<file path="config.mk">
export PLATFORM = sky130hd
export DESIGN_NAME = voice_channel_allocator
export DESIGN_NICKNAME = d
export VERILOG_FILES = /design/src/rtl/vca_pkg.sv /design/src/rtl/vca_seq.sv /design/src/rtl/vca_datapath.sv /design/src/rtl/voice_channel_allocator.sv
export SDC_FILE = /design/constraint.sdc
export NUM_CORES = 1
export LEC_CHECK = 0
export BUFFER_PORTS_ARGS = -buffer_cell sky130_fd_sc_hd__buf_2
export CORE_MARGIN = 5
export CORE_UTILIZATION = 62
export DETAILED_ROUTE_END_ITERATION = 8
export GPL_TIMING_DRIVEN = 0
export PLACE_DENSITY = 0.8
export SETUP_SLACK_MARGIN = 0.02
export SLEW_MARGIN = 20
export SYNTH_ARGS = -nofsm -noshare
export SYNTH_HDL_FRONTEND = slang
export SYNTH_SLANG_ARGS = --single-unit
export TNS_END_PERCENT = 1
</file>
<file path="constraint.sdc">
create_clock -name clk -period 6.83 [get_ports clk]
set_input_delay 1.0245 -clock clk [delete_from_list [all_inputs] [get_ports clk]]
set_output_delay 1.0245 -clock clk [all_outputs]
set_load 0.1 [all_outputs]
</file>
<file path="src/rtl/vca_pkg.sv">
// ---------------------------------------------------------------------------
// vca_pkg
// Shared types, microcode program and preference tables of the voice
// channel allocator.
// ---------------------------------------------------------------------------
package vca_pkg;

  localparam int NumVoices = 16;
  localparam int VoiceW    = 4;
  localparam int PrioW     = 8;
  localparam int VolW      = 11;
  localparam int TypeW     = 2;
  localparam int LenW      = 5;
  localparam int StepW     = 3;

  localparam logic [VolW-1:0] VolFull = 11'h7FF;

  typedef logic [StepW-1:0] step_t;

  // Program addresses.
  localparam step_t StIdle   = 3'd0;
  localparam step_t StDisp   = 3'd1;
  localparam step_t StScan   = 3'd2;
  localparam step_t StDecide = 3'd3;
  localparam step_t StWrite  = 3'd4;
  localparam step_t StEmit   = 3'd5;

  localparam logic OpAlloc = 1'b0;
  localparam logic OpWrite = 1'b1;

  localparam logic [TypeW-1:0] TypeSample = 2'd0;
  localparam logic [TypeW-1:0] TypeTone   = 2'd1;
  localparam logic [TypeW-1:0] TypeNoise  = 2'd2;

  typedef enum logic [2:0] {
    DP_NOP,
    DP_LATCH,
    DP_SCAN,
    DP_DECIDE,
    DP_WRITE,
    DP_EMIT
  } dp_op_t;

  typedef enum logic [2:0] {
    CND_NEXT,
    CND_ALWAYS,
    CND_NOSTART,
    CND_WRITE,
    CND_MORE
  } cond_t;

  typedef struct packed {
    dp_op_t op;
    cond_t  cond;
    step_t  target;
  } ctrl_word_t;

  typedef struct packed {
    logic is_write;
    logic more;
  } dp_status_t;

  // Control store. Unused addresses return to idle.
  function automatic ctrl_word_t ucode_rom(input step_t addr);
    ctrl_word_t w;
    case (addr)
      StIdle:   w = '{op: DP_LATCH,  cond: CND_NOSTART, target: StIdle};
      StDisp:   w = '{op: DP_NOP,    cond: CND_WRITE,   target: StWrite};
      StScan:   w = '{op: DP_SCAN,   cond: CND_MORE,    target: StScan};
      StDecide: w = '{op: DP_DECIDE, cond: CND_ALWAYS,  target: StEmit};
      StWrite:  w = '{op: DP_WRITE,  cond: CND_NEXT,    target: StIdle};
      StEmit:   w = '{op: DP_EMIT,   cond: CND_ALWAYS,  target: StIdle};
      default:  w = '{op: DP_NOP,    cond: CND_ALWAYS,  target: StIdle};
    endcase
    return w;
  endfunction

  function automatic logic [LenW-1:0] pref_len(input logic [TypeW-1:0] vtype);
    logic [LenW-1:0] n;
    case (vtype)
      TypeSample: n = 5'd16;
      TypeTone:   n = 5'd6;
      TypeNoise:  n = 5'd2;
      default:    n = 5'd0;
    endcase
    return n;
  endfunction

  function automatic logic [VoiceW-1:0] pref_voice(input logic [TypeW-1:0] vtype,
                                                   input logic [VoiceW-1:0] pos);
    logic [VoiceW-1:0] v;
    v = '0;
    case (vtype)
      TypeSample: begin
        case (pos)
          4'd0:    v = 4'd4;
          4'd1:    v = 4'd5;
          4'd2:    v = 4'd6;
          4'd3:    v = 4'd7;
          4'd4:    v = 4'd2;
          4'd5:    v = 4'd0;
          4'd6:    v = 4'd3;
          4'd7:    v = 4'd1;
          4'd8:    v = 4'd8;
          4'd9:    v = 4'd9;
          4'd10:   v = 4'd10;
          4'd11:   v = 4'd11;
          4'd12:   v = 4'd14;
          4'd13:   v = 4'd12;
          4'd14:   v = 4'd15;
          default: v = 4'd13;
        endcase
      end
      TypeTone:  v = 4'd8 + pos;
      TypeNoise: v = 4'd14 + pos;
      default:   v = '0;
    endcase
    return v;
  endfunction

endpackage

</file>
<file path="src/rtl/vca_seq.sv">
// ---------------------------------------------------------------------------
// vca_seq
// Microcode sequencer: step counter, control store and jump logic.
// ---------------------------------------------------------------------------
module vca_seq (
  input  logic                clk,
  input  logic                rst_n,
  input  logic                start,
  input  vca_pkg::dp_status_t status,
  output vca_pkg::ctrl_word_t ctrl,
  output logic                busy
);
  import vca_pkg::*;

  step_t      pc_r, pc_nxt;
  ctrl_word_t word;
  logic       take;

  assign word = ucode_rom(pc_r);
  assign busy = (pc_r != StIdle);

  always_comb begin
    ctrl = word;
    // The idle step only latches an item when one is offered.
    if (pc_r == StIdle && !start) begin
      ctrl.op = DP_NOP;
    end
  end

  always_comb begin
    case (word.cond)
      CND_NEXT:    take = 1'b0;
      CND_ALWAYS:  take = 1'b1;
      CND_NOSTART: take = !start;
      CND_WRITE:   take = status.is_write;
      CND_MORE:    take = status.more;
      default:     take = 1'b1;
    endcase
  end

  always_comb begin
    if (take) begin
      pc_nxt = word.target;
    end else begin
      pc_nxt = pc_r + step_t'(1);
    end
  end

  always_ff @(posedge clk) begin
    if (!rst_n) begin
      pc_r <= StIdle;
    end else begin
      pc_r <= pc_nxt;
    end
  end

endmodule

</file>
<file path="src/rtl/vca_datapath.sv">
// ---------------------------------------------------------------------------
// vca_datapath
// Voice tables, allowed mask, list walker and best-voice tracker.
// ---------------------------------------------------------------------------
module vca_datapath (
  input  logic                clk,
  input  logic                rst_n,
  input  vca_pkg::ctrl_word_t ctrl,
  output vca_pkg::dp_status_t status,
  input  logic                cfg_we,
  input  logic [15:0]         cfg_data,
  input  logic                in_operation,
  input  logic [1:0]          in_voice_type,
  input  logic [7:0]          in_request_priority,
  input  logic [3:0]          in_voice_index,
  input  logic [7:0]          in_voice_priority,
  input  logic [10:0]         in_voice_volume,
  output logic                out_strobe,
  output logic                out_granted,
  output logic [3:0]          out_granted_voice
);
  import vca_pkg::*;

  logic [PrioW-1:0]     prio_tab_r [NumVoices];
  logic [VolW-1:0]      vol_tab_r  [NumVoices];
  logic [NumVoices-1:0] mask_r;

  // Latched item.
  logic              op_r;
  logic [TypeW-1:0]  vtype_r;
  logic [PrioW-1:0]  req_prio_r;
  logic [VoiceW-1:0] widx_r;
  logic [PrioW-1:0]  wprio_r;
  logic [VolW-1:0]   wvol_r;

  logic [VoiceW-1:0] ptr_r, ptr_nxt;
  logic              found_r, found_nxt;
  logic [VoiceW-1:0] best_r, best_nxt;
  logic [PrioW-1:0]  best_prio_r, best_prio_nxt;
  logic [VolW-1:0]   best_vol_r, best_vol_nxt;
  logic              grant_r, grant_nxt;
  logic [VoiceW-1:0] gvoice_r, gvoice_nxt;
  logic              strobe_r, strobe_nxt;

  logic [LenW-1:0]   len;
  logic              in_list;
  logic [VoiceW-1:0] cand;
  logic [PrioW-1:0]  cand_prio;
  logic [VolW-1:0]   cand_vol;
  logic              better;
  logic              grant_ok;

  assign len       = pref_len(vtype_r);
  assign in_list   = ({1'b0, ptr_r} < len);
  assign cand      = pref_voice(vtype_r, ptr_r);
  assign cand_prio = prio_tab_r[cand];
  assign cand_vol  = vol_tab_r[cand];
  assign better    = (cand_prio < best_prio_r) ||
                     ((cand_prio == best_prio_r) && (cand_vol < best_vol_r));
  assign grant_ok  = found_r && (req_prio_r >= best_prio_r);

  assign status.is_write = op_r;
  assign status.more     = (({1'b0, ptr_r} + LenW'(1)) < len);

  always_comb begin
    ptr_nxt       = ptr_r;
    found_nxt     = found_r;
    best_nxt      = best_r;
    best_prio_nxt = best_prio_r;
    best_vol_nxt  = best_vol_r;
    grant_nxt     = grant_r;
    gvoice_nxt    = gvoice_r;
    strobe_nxt    = 1'b0;
    case (ctrl.op)
      DP_LATCH: begin
        ptr_nxt    = '0;
        found_nxt  = 1'b0;
        grant_nxt  = 1'b0;
        gvoice_nxt = '0;
      end
      DP_SCAN: begin
        ptr_nxt = ptr_r + VoiceW'(1);
        // The first allowed voice is taken as is; later ones must beat it.
        if (in_list && mask_r[cand] && (!found_r || better)) begin
          found_nxt     = 1'b1;
          best_nxt      = cand;
          best_prio_nxt = cand_prio;
          best_vol_nxt  = cand_vol;
        end
      end
      DP_DECIDE: begin
        if (grant_ok) begin
          grant_nxt  = 1'b1;
          gvoice_nxt = best_r;
        end
      end
      DP_EMIT: begin
        strobe_nxt = 1'b1;
      end
      default: begin
      end
    endcase
  end

  always_ff @(posedge clk) begin
    if (!rst_n) begin
      for (int i = 0; i < NumVoices; i++) begin
        prio_tab_r[i] <= '0;
        vol_tab_r[i]  <= '0;
      end
      mask_r   <= '0;
      strobe_r <= 1'b0;
      found_r  <= 1'b0;
      ptr_r    <= '0;
    end else begin
      if (cfg_we) begin
        mask_r <= cfg_data;
      end
      if (ctrl.op == DP_WRITE) begin
        prio_tab_r[widx_r] <= wprio_r;
        vol_tab_r[widx_r]  <= wvol_r;
      end
      if (ctrl.op == DP_DECIDE && grant_ok) begin
        vol_tab_r[best_r] <= VolFull;
      end
      strobe_r <= strobe_nxt;
      found_r  <= found_nxt;
      ptr_r    <= ptr_nxt;
    end
  end

  always_ff @(posedge clk) begin
    if (ctrl.op == DP_LATCH) begin
      op_r       <= in_operation;
      vtype_r    <= in_voice_type;
      req_prio_r <= in_request_priority;
      widx_r     <= in_voice_index;
      wprio_r    <= in_voice_priority;
      wvol_r     <= in_voice_volume;
    end
    best_r      <= best_nxt;
    best_prio_r <= best_prio_nxt;
    best_vol_r  <= best_vol_nxt;
    grant_r     <= grant_nxt;
    gvoice_r    <= gvoice_nxt;
  end

  assign out_strobe        = strobe_r;
  assign out_granted       = grant_r;
  assign out_granted_voice = gvoice_r;

endmodule

</file>
<file path="src/rtl/voice_channel_allocator.sv">
// ---------------------------------------------------------------------------
// voice_channel_allocator
// Picks the least important voice of a type's preference list for a new note
// and keeps per-voice priority and volume.
// ---------------------------------------------------------------------------
//  channel   ports                                   transfer when
//  input     start, busy, in_*                       start & !busy
//  result    out_strobe, out_granted*                out_strobe (one cycle)
//  config    cfg_valid, cfg_ready, cfg_data          cfg_valid & cfg_ready
//
// An allocate request passes the dispatch step, a scan of its type's preference
// list (16 voices for sample, 6 for tone, 2 for noise; an unused type's empty
// list still costs one scan step) and the decide and emit steps; a status
// write passes the dispatch, write and emit steps. The scan loop reads one
// voice of the list per cycle. busy drops in the cycle the result is shown,
// so the next item may transfer in that cycle. Reset restores all voice
// tables and the allowed mask to zero at once. Results cannot be held off.
// ---------------------------------------------------------------------------
module voice_channel_allocator (
  input  logic        clk,
  input  logic        rst_n,
  input  logic        start,
  output logic        busy,
  input  logic        in_operation,
  input  logic [1:0]  in_voice_type,
  input  logic [7:0]  in_request_priority,
  input  logic [3:0]  in_voice_index,
  input  logic [7:0]  in_voice_priority,
  input  logic [10:0] in_voice_volume,
  output logic        out_strobe,
  output logic        out_granted,
  output logic [3:0]  out_granted_voice,
  input  logic        cfg_valid,
  output logic        cfg_ready,
  input  logic [15:0] cfg_data
);
  import vca_pkg::*;

  ctrl_word_t ctrl;
  dp_status_t status;

  assign cfg_ready = 1'b1;

  vca_seq u_seq (
    .clk    (clk),
    .rst_n  (rst_n),
    .start  (start),
    .status (status),
    .ctrl   (ctrl),
    .busy   (busy)
  );

  vca_datapath u_dp (
    .clk                 (clk),
    .rst_n               (rst_n),
    .ctrl                (ctrl),
    .status              (status),
    .cfg_we              (cfg_valid && cfg_ready),
    .cfg_data            (cfg_data),
    .in_operation        (in_operation),
    .in_voice_type       (in_voice_type),
    .in_request_priority (in_request_priority),
    .in_voice_index      (in_voice_index),
    .in_voice_priority   (in_voice_priority),
    .in_voice_volume     (in_voice_volume),
    .out_strobe          (out_strobe),
    .out_granted         (out_granted),
    .out_granted_voice   (out_granted_voice)
  );

endmodule

</file>
==> results of run 1 <==
[cells in the mapped netlist (3+ instances only)]
library cell,n
a31oi_1,46
a311oi_1,4
edfxtp_1,366
nand2b_1,12
mux2_2,3
buf_4,5
o22ai_1,20
or3_1,4
nor2b_1,10
a21oi_1,25
o221ai_1,4
o211ai_1,9
buf_1,13
ha_1,44
o21a_1,4
nand3_1,78
mux2i_1,28
clkbuf_1,65
nor3_1,24
o21ai_0,19
a222oi_1,9
a21boi_0,9
a41oi_1,4
nand3b_1,6
o211a_1,10
a211oi_1,3
a21o_1,4
nand2_1,209
and3_1,3
buf_2,26
inv_1,35
a221o_1,4
nor2_1,281
and2_1,137
a221oi_1,40
dfxtp_1,29
[through the flow]
step | hold WS (ns) | instance area, um^2 | utilization (%) | std cells | setup slack (ns)
2_1_floorplan | 0.460 | 18300 | - | 1627 | 1.15
3_3_place_gp | 0.473 | 19100 | 65.9 | 2069 | -1.40
3_5_place_dp | 0.487 | 19100 | 66.1 | 2075 | 0.668
4_1_cts | 0.503 | 20500 | 70.8 | 2148 | 0.632
5_1_grt | 0.527 | 20500 | 70.8 | 2148 | 0.306
6_report | 0.502 | 20500 | 70.8 | 2148 | 0.429
[metal layers]
metal  vias up  track usage [%]  wire (um)
li1       6065                -          -
met3       166             6.52       5850
met2       965             49.5      23500
met5         -                0          0
met4         0             11.5       2130
met1      6497             37.6      18000
[layout make-up]
class	count	area (um^2)	share of cell area, %
inverter	37	139	0.678
multi-input combinational	1086	6140	30.0
clock buffer	54	1120	5.49
sequential	395	11600	56.5
buffer	109	460	2.25
clock inverter	19	231	1.13
timing repair buffer	64	320	1.56
tap	384	480	2.35
[worst max-delay path: stages (launching register included)]
cell	delay [ns]
edfxtp_1	0.45
inv_1	0.14
ha_1	0.27
o21ai_0	0.21
nand2_1	0.33
clkbuf_1	0.59
clkbuf_1	0.66
a221oi_1	0.22
nor3_1	0.22
a31oi_1	0.13
a21boi_0	0.77
ha_1	0.37
nor2b_1	0.13
o21a_1	0.16
o21ai_0	0.19
nand2b_1	0.10
a211oi_1	0.24
o22ai_1	0.17
a21oi_4	0.67
[power by group]
group / switching [W] / total (W) / internal (W)
combinational: 0.00168 / 0.00234 / 0.000654
sequential: 0.000107 / 0.00301 / 0.00290
clock: 0.000940 / 0.00226 / 0.00132
[state kept, by name, summed over array words and instances, names as in the netlist, named ones only]
name / cells
u_dp.best_vol_r: 11
u_dp.out_strobe: 1
u_dp.best_r: 4
u_dp.best_prio_r: 8
u_dp.out_granted: 1
u_dp.wprio_r: 8
u_dp.ptr_r: 4
u_dp.found_r: 1
u_dp.out_granted_voice: 4
u_dp.widx_r: 4
u_dp.op_r: 1
u_dp.mask_r: 16
u_dp.prio_tab_r: 128
u_dp.vol_tab_r: 176
u_dp.wvol_r: 11
u_dp.req_prio_r: 8
u_dp.vtype_r: 2
u_seq.pc_r: 3
[how the worst min path moves through the flow]
stage                                            from  cells after the start                     endpoint  slack, ns
after detailed placement  u_dp.mask_r[5]$_SDFFE_PN0P_                      2  u_dp.mask_r[5]$_SDFFE_PN0P_       0.49
after global placement    u_dp.mask_r[8]$_SDFFE_PN0P_                      2  u_dp.mask_r[8]$_SDFFE_PN0P_       0.47
final                     u_dp.mask_r[5]$_SDFFE_PN0P_                      2  u_dp.mask_r[5]$_SDFFE_PN0P_       0.50
after floorplan           u_dp.mask_r[2]$_SDFFE_PN0P_                      2  u_dp.mask_r[2]$_SDFFE_PN0P_       0.46
after global routing      u_dp.mask_r[9]$_SDFFE_PN0P_                      2  u_dp.mask_r[9]$_SDFFE_PN0P_       0.53
after CTS                 u_dp.mask_r[5]$_SDFFE_PN0P_                      2  u_dp.mask_r[5]$_SDFFE_PN0P_       0.50
[cell families after synthesis]
group	share of synthesized area, %
XOR/XNOR	0.0958
flip-flops	63.2
AND/OR/NAND/NOR	19.4
AO/OA/AOI/OAI	9.23
other	0.0205
multiplexers	1.78
buffers and inverters	3.28
adder cells (fa/ha/maj)	3.01
==> metrics.txt, run 1 <==
worst reg2reg path startpoint u_dp.vtype_r[0]$_DFFE_PP_; reg2reg setup slack ~0.43 ns; DRT Pass-1 Iters 6; root buf cell clkbuf_16; Vias/cell between 6 and 7; crit path capture type register; Die Y about 180 um; first-pass GRT wire length 75300 um; post_cts resized 0; Setup crit start u_dp.vtype_r[0]$_DFFE_PP_; Initial Utilization 63.2%; synth unique cells 66; Fin. Hold Viols 0; DRC viols 0; CP arrival 6.57 ns; Post-CTS Setup Inserts 0; CP Class reg -> reg; ant diodes 0; Setup crit end u_dp.best_vol_r[4]$_DFFE_PP_; grt total ovfl 0; Final TNS setup 0 ns; Period Utilization, post-route between 90% and 100%; yosys warns 0; crit path launch type register; Worst-Margin Slew 1.04 ns; Req. time, crit path around 7.0 ns; most used flip-flop cell after synthesis edfxtp_1; antenna violations before repair 0; Die ar. 33000 um^2; RePlAce Congestion 0.987; CP Max Fanout 23; row count 62; Lkg Pwr 7.82 nW; WL/cell 23.0 um; maximum vdd ir drop 264 uV; Mapped Area about 18000 um^2; count of pins over their slew limit 0; Iter 0 DRT Violations 1498; Net Count, Synth 1725; Synth top area share roughly three fifths; number of global-route vias before repair 13517; fin nets 1832; pin count of the biggest net entering global routing 24; Hold Crit Class reg -> reg; Post-synth EDFFs roughly 370; area delta synth->final 11.9%; endpoints failing setup 0; vias 13693; Post-Route WL 49500 um; Max Cap Violations 0; Post-CTS Hold Buffers 0; post-synthesis instance total 1627; leading area contributor after synthesis edfxtp_1; Seq/Total Area, Yosys between 60% and 70%; total CTS buffers 41; H-tree depth 2; commonest non-fill, non-tap cell in the layout edfxtp_1; TritonCTS clock tree built; post-route ant nets 0; # port buffers 58; Reg clk slew, reported paths 0.06 ns; top cells by area, synth edfxtp_1 60%, nor2_1 5.8%, and2_1 4.7%; number of fill cells 1941; pwr dens 372 nW/um^2; clock skew 0.0277 ns; Chip Width 182 um; relative slew slack 30.0%; dpl hpwl 35900 um; Max Fclk 156 MHz; unrepaired setup endpoints after global routing no; worst skew pair latency between 0.5 and 0.6 ns; #FFs+latches synth 395; share of cells above drive strength 1 under 10%; Synth async-reset ratio 0%; synthesized area per cell 11.2 um^2; RR Endpoint u_dp.best_vol_r[4]$_DFFE_PP_; Clock Path Buffers 3; Power, Total 0.00761 W; crit path time final between 6 and 7 ns; count of clock tree sinks 395; most frequent cells in the layout 366 x edfxtp_1, 281 x nor2_1, 209 x nand2_1; reg2reg path depth 18; I/O pin cnt 62; status complete, no violations; Core Region 28900 um^2; Total Routing Usage GR 29.5%
Note: power is estimated with default switching activity, not from simulation.
==> inputs of run 2 (changes only) <==
--- a/config.mk
+++ b/config.mk
@@ -6,11 +6,13 @@
 export NUM_CORES = 1
 export LEC_CHECK = 0
 export BUFFER_PORTS_ARGS = -buffer_cell sky130_fd_sc_hd__buf_2
+export CELL_PAD_IN_SITES_DETAIL_PLACEMENT = 1
+export CELL_PAD_IN_SITES_GLOBAL_PLACEMENT = 1
 export CORE_MARGIN = 5
-export CORE_UTILIZATION = 62
+export CORE_UTILIZATION = 50
 export DETAILED_ROUTE_END_ITERATION = 8
 export GPL_TIMING_DRIVEN = 0
-export PLACE_DENSITY = 0.8
+export PLACE_DENSITY = 0.79
 export SETUP_SLACK_MARGIN = 0.02
 export SLEW_MARGIN = 20
 export SYNTH_ARGS = -nofsm -noshare
==> constraint.sdc (replaced) <==
create_clock -name clk -period 7.3 [get_ports clk]
set_input_delay 1.095 -clock clk [delete_from_list [all_inputs] [get_ports clk]]
set_output_delay 1.095 -clock clk [all_outputs]
set_load 0.1 [all_outputs]
==> run 2 against run 1 <==
Net effect: clock power shrank 5%; critical path depth is 1 higher; core utilization fell by 14 points; sequential power fell by 6%; critical path type unchanged; worst setup slack improved by 0.39 ns; non-clock buffer count is 1 higher; maximum frequency decreased by 1.2%; sequential share of layout area fell by 0.32 points.
==> metrics.txt, run 2 (synthesis results as in run 1) <==
status complete, no violations (unchanged); DP Area 19200 um^2 (was 19100 um^2); relative slew slack 26.8% (was 30.0%); Design Area, Final 20600 um^2 (was 20500 um^2); WP buf/inv 4 (was 3); Chip Width 201 um (was 182 um); fin nets 1835 (was 1832); Post-Route WL 56100 um (was 49500 um); share of cells above drive strength 1 9.63% (was 9.92%); Clock Path Buffers 3 (unchanged); Post-CTS Hold Buffers 0 (unchanged); antenna violations before repair 0 (unchanged); root buf cell clkbuf_16 (unchanged); Clk network pwr share 29.8% (was 29.7%); post-route ant nets 0 (unchanged); crit path time final 6.48 ns (was 6.40 ns); Max Fclk 154 MHz (was 156 MHz); Worst-Margin Slew 1.09 ns (was 1.04 ns); Hold Crit Class reg -> reg (unchanged); pwr dens 350 nW/um^2 (was 372 nW/um^2); Sequential Power Share 39.1% (was 39.6%); number of fill cells 3818 (was 1941); Post-CTS Setup Inserts 0 (unchanged); Placed Cells 2160 (was 2075); Reg with most FFs u_dp.vol_tab_r (unchanged); kind of cell adding the most delay to the critical path compound AO/OA/AOI/OAI gates (unchanged); Req. time, crit path 7.56 ns (was 7.00 ns); dpl hpwl 41900 um (was 35900 um); Period Utilization, post-route 88.8% (was 93.7%); # port buffers 58 (unchanged); most frequent cells in the layout 366 x edfxtp_1, 281 x nor2_1, 209 x nand2_1 (unchanged); I/O pin cnt 62 (unchanged); crit path capture type register (unchanged); Fin. Hold Viols 0 (unchanged); row count 70 (was 62); Reg clk slew, reported paths 0.06 ns (about the same); grt total ovfl 0 (unchanged); sw frac 36.5% (was 35.9%); Final TNS setup 0 ns (unchanged); Int Pwr 0.00458 W (was 0.00488 W); Max Cap Violations 0 (unchanged); Vias/cell 6.07 (was 6.37); total CTS buffers 43 (was 41); combinational fraction of design power 31.1% (was 30.7%); Initial Utilization 50.3% (was 63.2%); CP arrival 6.74 ns (was 6.57 ns); first-pass GRT wire length 85100 um (was 75300 um); Top Registers u_dp.vol_tab_r (176), u_dp.prio_tab_r (128), u_dp.mask_r (16) (unchanged); vias 13550 (was 13693); unrepaired setup endpoints after global routing no (unchanged); Lkg Pwr 7.82 nW (about the same); Core Region 36300 um^2 (was 28900 um^2); Iter 0 DRT Violations 1236 (was 1498); TritonCTS clock tree built (unchanged); non-filler cells, final 2233 (was 2148); RePlAce Congestion 0.994 (was 0.987); Largest register FFs 176 (unchanged); CP Max Fanout 15 (was 23); worst skew pair latency 0.57 ns (was 0.55 ns); switching power of the nets 0.00264 W (was 0.00273 W); WL/cell 25.1 um (was 23.0 um); H-tree depth 2 (unchanged); count of clock tree sinks 395 (unchanged); critical-path cell list inv_1 -> ha_1 -> o21ai_0 -> nand2_1 -> clkbuf_1 -> clkbuf_1 -> a221oi_1 -> nor3_1 -> a31oi_1 -> a21boi_0 -> ha_1 -> nor2b_1 -> o21a_1 -> o21ai_0 -> nand2b_1 -> a211oi_1 -> o22ai_1 -> a21oi_4 -> buf_8 (was inv_1 -> ha_1 -> o21ai_0 -> nand2_1 -> clkbuf_1 -> clkbuf_1 -> a221oi_1 -> nor3_1 -> a31oi_1 -> a21boi_0 -> ha_1 -> nor2b_1 -> o21a_1 -> o21ai_0 -> nand2b_1 -> a211oi_1 -> o22ai_1 -> a21oi_4); Die ar. 40500 um^2 (was 33000 um^2); CP Class reg -> reg (unchanged); DRT Pass-1 Iters 6 (unchanged); Die Y 201 um (was 182 um); Total Routing Usage GR 27.4% (was 29.5%); number of global-route vias before repair 14291 (was 13517); ant diodes 0 (unchanged); crit path launch type register (unchanged); endpoints failing setup 0 (unchanged); post_cts resized 0 (unchanged); clock skew 0.0149 ns (was 0.0277 ns); area delta synth->final 12.5% (was 11.9%); pin count of the biggest net entering global routing 16 (was 24); DRC viols 0 (unchanged); slowest stage delay, CP 0.83 ns (was 0.77 ns); maximum vdd ir drop 210 uV (was 264 uV); Slowest cell on crit path a21boi_0 (unchanged); commonest non-fill, non-tap cell in the layout edfxtp_1 (unchanged); count of pins over their slew limit 0 (unchanged)
run 2: cell types whose count changed in the layout (fill, tap and decap cells not counted), sizes merged:
cell and change:
buf +1, clkbuf +1, clkinv -1, clkinvlp -1
inv +1
run 2: worst register-to-register path, cell delays in order, from the launching register on:
cell and delay, ns:
edfxtp_1 0.46, inv_1 0.14, ha_1 0.26, o21ai_0 0.22, nand2_1 0.33, clkbuf_1 0.58, clkbuf_1 0.72, a221oi_1 0.23
nor3_1 0.30, a31oi_1 0.16, a21boi_0 0.83, ha_1 0.38, nor2b_1 0.14, o21a_1 0.16, o21ai_0 0.14, nand2b_1 0.08
a211oi_1 0.27, o22ai_1 0.18, a21oi_4 0.37, buf_8 0.23
run 2: metrics by stage:
step                setup WS, ns  total power, W  utilization (%)  hold WS (ns)
finish                     0.819         0.00721             56.6         0.508
global route               0.564         0.00753             56.6         0.546
CTS                        0.947         0.00722             56.6         0.512
detailed placement          1.02         0.00506             52.9         0.495
global placement           -1.33         0.00496             52.8         0.475
floorplan                   1.55         0.00422                -         0.460
run 2: area by class of cell:
type | instances | area, um^2 | area share, %
clock inverters | 18 | 209 | 1.01
flip-flops and latches | 395 | 11600 | 56.2
plain buffers | 109 | 460 | 2.24
clock buffers | 55 | 1140 | 5.55
repair buffers | 65 | 335 | 1.63
well taps | 468 | 586 | 2.84
multi-input cells | 1086 | 6140 | 29.8
inverters | 37 | 139 | 0.675
run 2: worst paths after layout:
check,startpoint,endpoint,slack (ns),cells past startpoint
worst min-delay path,u_dp.mask_r[5]$_SDFFE_PN0P_,u_dp.mask_r[5]$_SDFFE_PN0P_,0.51,2
worst min register to register,u_dp.mask_r[5]$_SDFFE_PN0P_,u_dp.mask_r[5]$_SDFFE_PN0P_,0.51,2
worst max-delay path,u_dp.vtype_r[0]$_DFFE_PP_,u_dp.best_prio_r[6]$_DFFE_PP_,0.82,19
worst max register to register,u_dp.vtype_r[0]$_DFFE_PP_,u_dp.best_prio_r[6]$_DFFE_PP_,0.82,19
run 2: layer usage:
metal	track usage, %	vias to the layer above	routed length (um)
li1	-	6071	-
met2	48.2	536	28200
met3	5.72	98	4320
met5	0	-	0
met4	8.45	0	1550
met1	34.3	6845	22000
run 2: power by group through the flow:
stage	clock network, W	logic (W)	registers, W
after floorplan	0	0.00130	0.00292
after global placement	0	0.00208	0.00288
after detailed placement	0	0.00220	0.00287
after CTS	0.00217	0.00222	0.00282
after global routing	0.00228	0.00241	0.00284
final	0.00215	0.00224	0.00282
